<file path="src/rtl/core/rfi_pkg.sv">
// shared types and constants for the radial field interpolator
package rfi_pkg;

  localparam int unsigned DataW = 32;
  localparam int unsigned FracW = 16;
  localparam int unsigned IdxW  = 8;
  localparam int unsigned CntW  = 9;

  // table depth, matched to the 8-bit point index and the 9-bit count
  localparam int unsigned MaxPoints = 256;

  // operation codes
  localparam logic OpLoad = 1'b0;
  localparam logic OpEval = 1'b1;

  // register index
  localparam logic RegPointCount = 1'b0;

  // one beat between front and back
  typedef struct packed {
    logic                    op;
    logic [IdxW-1:0]         point_index;
    logic signed [DataW-1:0] grid_rho;
    logic signed [DataW-1:0] grid_gradient;
    logic signed [DataW-1:0] query_rho;
    logic signed [DataW-1:0] grad_r;
    logic signed [DataW-1:0] grad_phi;
    logic signed [DataW-1:0] grad_z;
  } item_t;

  // one result beat
  typedef struct packed {
    logic signed [DataW-1:0] field_r;
    logic signed [DataW-1:0] field_phi;
    logic signed [DataW-1:0] field_z;
    logic                    in_range;
  } result_t;

  // saturate a 64-bit value to 32 bits signed
  function automatic logic signed [DataW-1:0] sat32(input logic signed [63:0] x);
    logic signed [63:0] hi_lim;
    logic signed [63:0] lo_lim;
    hi_lim = 64'sh0000_0000_7FFF_FFFF;
    lo_lim = -64'sh0000_0000_8000_0000;
    if (x > hi_lim) begin
      sat32 = 32'sh7FFF_FFFF;
    end else if (x < lo_lim) begin
      sat32 = 32'sh8000_0000;
    end else begin
      sat32 = x[DataW-1:0];
    end
  endfunction

endpackage

</file>
<file path="src/rtl/core/rfi_fifo.sv">
// short queue of items between the front and the back
module rfi_fifo #(
  parameter int unsigned Depth = 2
) (
  input  logic           clk,
  input  logic           rst,
  input  logic           wr,
  input  rfi_pkg::item_t wdata,
  output logic           full,
  input  logic           rd,
  output rfi_pkg::item_t rdata,
  output logic           empty
);
  import rfi_pkg::*;

  localparam int unsigned AW = (Depth > 1) ? $clog2(Depth) : 1;

  item_t             slots [Depth];
  logic [AW-1:0]     wp;
  logic [AW-1:0]     rp;
  logic [AW:0]       cnt;

  assign full  = (cnt == (AW+1)'(Depth));
  assign empty = (cnt == '0);
  assign rdata = slots[rp];

  // pointer and count update
  always_ff @(posedge clk) begin
    if (rst) begin
      wp  <= '0;
      rp  <= '0;
      cnt <= '0;
    end else begin
      if (wr && !full) begin
        slots[wp] <= wdata;
        wp <= (wp == AW'(Depth-1)) ? '0 : wp + 1'b1;
      end
      if (rd && !empty) begin
        rp <= (rp == AW'(Depth-1)) ? '0 : rp + 1'b1;
      end
      cnt <= cnt + (AW+1)'(wr && !full) - (AW+1)'(rd && !empty);
    end
  end

endmodule

</file>
<file path="config.mk">
export PLATFORM = sky130hd
export DESIGN_NAME = rfi_fifo
export DESIGN_NICKNAME = d
export VERILOG_FILES = /design/src/rtl/core/rfi_pkg.sv /design/src/rtl/core/rfi_fifo.sv
export SDC_FILE = /design/constraint.sdc
export NUM_CORES = 1
export LEC_CHECK = 0
export BUFFER_PORTS_ARGS = -buffer_cell sky130_fd_sc_hd__buf_2
export CAP_MARGIN = 0
export CELL_PAD_IN_SITES_DETAIL_PLACEMENT = 1
export CELL_PAD_IN_SITES_GLOBAL_PLACEMENT = 1
export CORE_ASPECT_RATIO = 1.4
export CORE_UTILIZATION = 30
export CTS_CLUSTER_SIZE = 25
export DETAILED_ROUTE_END_ITERATION = 10
export GPL_TIMING_DRIVEN = 0
export PLACE_DENSITY = 0.67
export SKIP_LAST_GASP = 1
export SYNTH_ARGS = -nofsm -noshare
export SYNTH_HDL_FRONTEND = slang
export SYNTH_SLANG_ARGS = --single-unit
</file>
<file path="constraint.sdc">
create_clock -name clk -period 48.1 [get_ports clk]
set_clock_uncertainty 0.1 [all_clocks]
set_input_delay 9.62 -clock clk [delete_from_list [all_inputs] [get_ports clk]]
set_output_delay 9.62 -clock clk [all_outputs]
set_load 0.1 [all_outputs]
</file>
==> flow_metrics.tcl <==
set metrics [dict create \
    outcome "complete, no violations" \
    synth.avg_cell_area_um2 22.8 \
    synth_top_family_by_area "multiplexers" \
    rr_endpoint "slots[1][155]" \
    cts_setup_buffers 0 \
    ys_ff_latch 407 \
    cts.clk_slew.worst_paths_ps 60 \
    clockPowerShare_pct 25.1 \
    remaining_drc_errors 0 \
    drv_slew 0 \
    slowest_stage "dfxtp_1" \
    synth_area_mm2 0.0148 \
    grt_pass1_wl_um 53100 \
    ff2ff_path_depth 9 \
    nNetsFinal 1352 \
    startpoint_type "register" \
    regToRegStartpoint "cnt[1]" \
    power_density_mw_per_mm2 68.9 \
    htreeDepth 2 \
    grt_max_degree 14 \
    vias 7973 \
    fin_setup_tns_ps 0 \
    critPathKind "register to output pin" \
    ir_worst_vdd_uv 53.3 \
    globalplace.congestion 0.765 \
    required_ps 38380 \
    postSynthNetCount 857 \
    wl_per_cell_um 19.9 \
    grt_antenna_before_repair 17 \
    drtPass1Iterations 6 \
    setup_viol 0 \
    syn_to_final_growth_pct 32.6 \
    synthAdderAreaFrac_pct 0.169 \
    hpwl_um 27000 \
    cpPeakStageDelay_ps 400 \
    end_kind "output pin" \
    cts_hold_buf 0 \
    synth_compound_area_share_pct 0.0506 \
    num_rows 96 \
    multi_input_area_mm2 0.00242 \
    fmax_mhz 84.9 \
    ios 408 \
    finalHoldViolations 0 \
    via_per_inst 4.37 \
    synthMuxAreaShare_pct 15.3 \
    tightest_slew_ps 560 \
    clockBufferDepth 3 \
    p_int_mw 0.751 \
    arrival_ps 2060 \
    clock-sinks 407 \
    yosysTopAreaCellShare_pct 81.4 \
    finalCritPeriodShare_pct 24.5 \
    power_switching_mw 0.604 \
    fin_util_pct 40.2 \
    die_width_um 190 \
    synth_cells 650 \
    wl_um 36300 \
    clockRootBuffer "clkbuf_16" \
    cp_common_cell "buf_6" \
    synth_xor_area_share_pct 0.118 \
    r2r_slack_ps 45480 \
    hold_class "register to register" \
    drv_cap 0 \
    period_needed_ps 11780 \
    grt_util_all_layers_pct 14.1 \
    worstPathCellList "buf_6 > buf_6 > mux2_2 > buf_2" \
    start_util_pct 30.3 \
    hold_ws_ps 434 \
    portBuffers 407 \
    yosysTopAreaCell "edfxtp_1" \
    slew_headroom_pct 62.9 \
    numCtsBuffers 42 \
    synthTopCellsByArea "edfxtp_1 (81%), mux2_2 (15%), buf_6 (1.6%), dfxtp_1 (0.68%), ha_1 (0.17%)" \
    endpoint "rdata[35]" \
    synth.distinct_cells 17 \
    postRouteAntennaNets 0 \
    crit_fanout 10 \
    cts_resized 0 \
    sw_frac_of_total_pct 44.6 \
    die_h_um 265 \
    cts_tree "done" \
    ys_seq_area_share_pct 82.1 \
    fillers 4892 \
    ys_warn_count 0 \
    rsz0062_at_grt "no" \
    drive_gt1_share_pct 62.8 \
    power_frac_comb_pct 42.9 \
    p_seq_share_pct 32.0 \
    p_leak_nw 7.25 \
    die-area_mm2 0.0503 \
    synth-simple-area-share_pct 0.557 \
    grt-ovfl-total 0 \
    core_mm2 0.0489 \
    first_iter_violations 252 \
    ff_latch_area_mm2 0.0122 \
    clk_latency_ps 530 \
    grt_pass1_vias 8831 \
]
==> registers in the layout (all words and copies together), names as in the netlist, named ones only <==
name   cells
cnt        2
wp         1
slots    402
rp         1
==> layout by cell type, fill, tap and decap left out <==
cell	instances
and2_1	1
buf_6	49
inv_1	1
clkbuf_1	10
clkinv_4	1
buf_4	3
clkbuf_16	45
nand2b_4	1
ha_1	2
o21a_1	1
dfxtp_1	5
buf_2	408
diode_2	10
nor3_2	1
nor2b_1	2
bufinv_16	7
xor2_1	1
nor3b_2	1
mux2_2	202
xnor2_1	1
clkinv_1	6
nor2b_4	1
edfxtp_1	402
buf_8	13
clkinv_2	6
nor2_1	5
nor3_1	1
==> critical path: cells and delay by family (launching register included) <==
kind / cells / cell delay [ps]
muxes: 1 / 360
buffers and inverters: 3 / 750
DFF: 1 / 400
==> worst min-delay path by stage <==
stage	startpoint	end	slack [ps]	cells past startpoint
2_1_floorplan	rp	register	380	2
3_3_place_gp	rp	rp	400	2
3_5_place_dp	rp	register	420	2
4_1_cts	rp	register	430	2
5_1_grt	cnt[1]	cnt[1]	470	2
6_report	rp	register	430	2
==> kinds of logic (layout without fill, tap and decap cells) <==
family | count (synthesis) | after routing
buf+inv | 23 | 549
xor+xnor | 2 | 2
flops | 407 | 407
mux | 202 | 202
simple gates | 13 | 13
fa+ha+maj | 2 | 2
compound gates | 1 | 1
other cells | 0 | 10
==> through the flow <==
stage / std cells / setup slack [ps] / area, um2 / power (mW)
after detailed placement: 1738 / 36270 / 18200 / 1.03
after global placement: 1694 / 13220 / 17700 / 1.04
after global routing: 1823 / 36210 / 19700 / 1.40
after CTS: 1813 / 36220 / 19600 / 1.37
after floorplan: 650 / 22780 / 14800 / 0.939
final: 1823 / 36320 / 19700 / 1.35
==> metal layers <==
layer  global-route usage (%)  wire (um)  vias to the layer above
met5                        0         97                        -
li1                         -          -                     3611
met4                     7.45       1300                       12
met3                     3.71       2260                       84
met2                     25.9      20100                      265
met1                     14.4      12600                     4001
==> power by group through the flow <==
stage / clock network, mW / registers [mW] / logic [mW]
after floorplan: 0 / 0.457 / 0.482
after global placement: 0 / 0.470 / 0.571
after detailed placement: 0 / 0.442 / 0.585
after CTS: 0.353 / 0.434 / 0.587
after global routing: 0.363 / 0.437 / 0.597
final: 0.340 / 0.434 / 0.581
==> cell usage after synthesis <==
cell      number
inv_1          1
nor2_1         5
dfxtp_1        5
nor2b_1        2
xnor2_1        1
mux2_2       202
edfxtp_1     402
xor2_1         1
buf_2          1
nor2b_4        1
ha_1           2
nand2b_4       1
and2_1         1
nor3_1         2
buf_6         21
o21a_1         1
nor3b_1        1
==> final cells by class <==
| class | count | area share (%) |
|---|---|---|
| clock buffer | 55 | 5.92 |
| tap | 637 | 4.05 |
| antenna | 10 | 0.127 |
| clock inverter | 20 | 1.38 |
| timing repair buffer | 451 | 13.1 |
| multi-input combinational | 220 | 12.3 |
| buffer | 22 | 1.23 |
| inverter | 1 | 0.0191 |
| sequential | 407 | 61.9 |
Power figures use the tool's default switching activity.
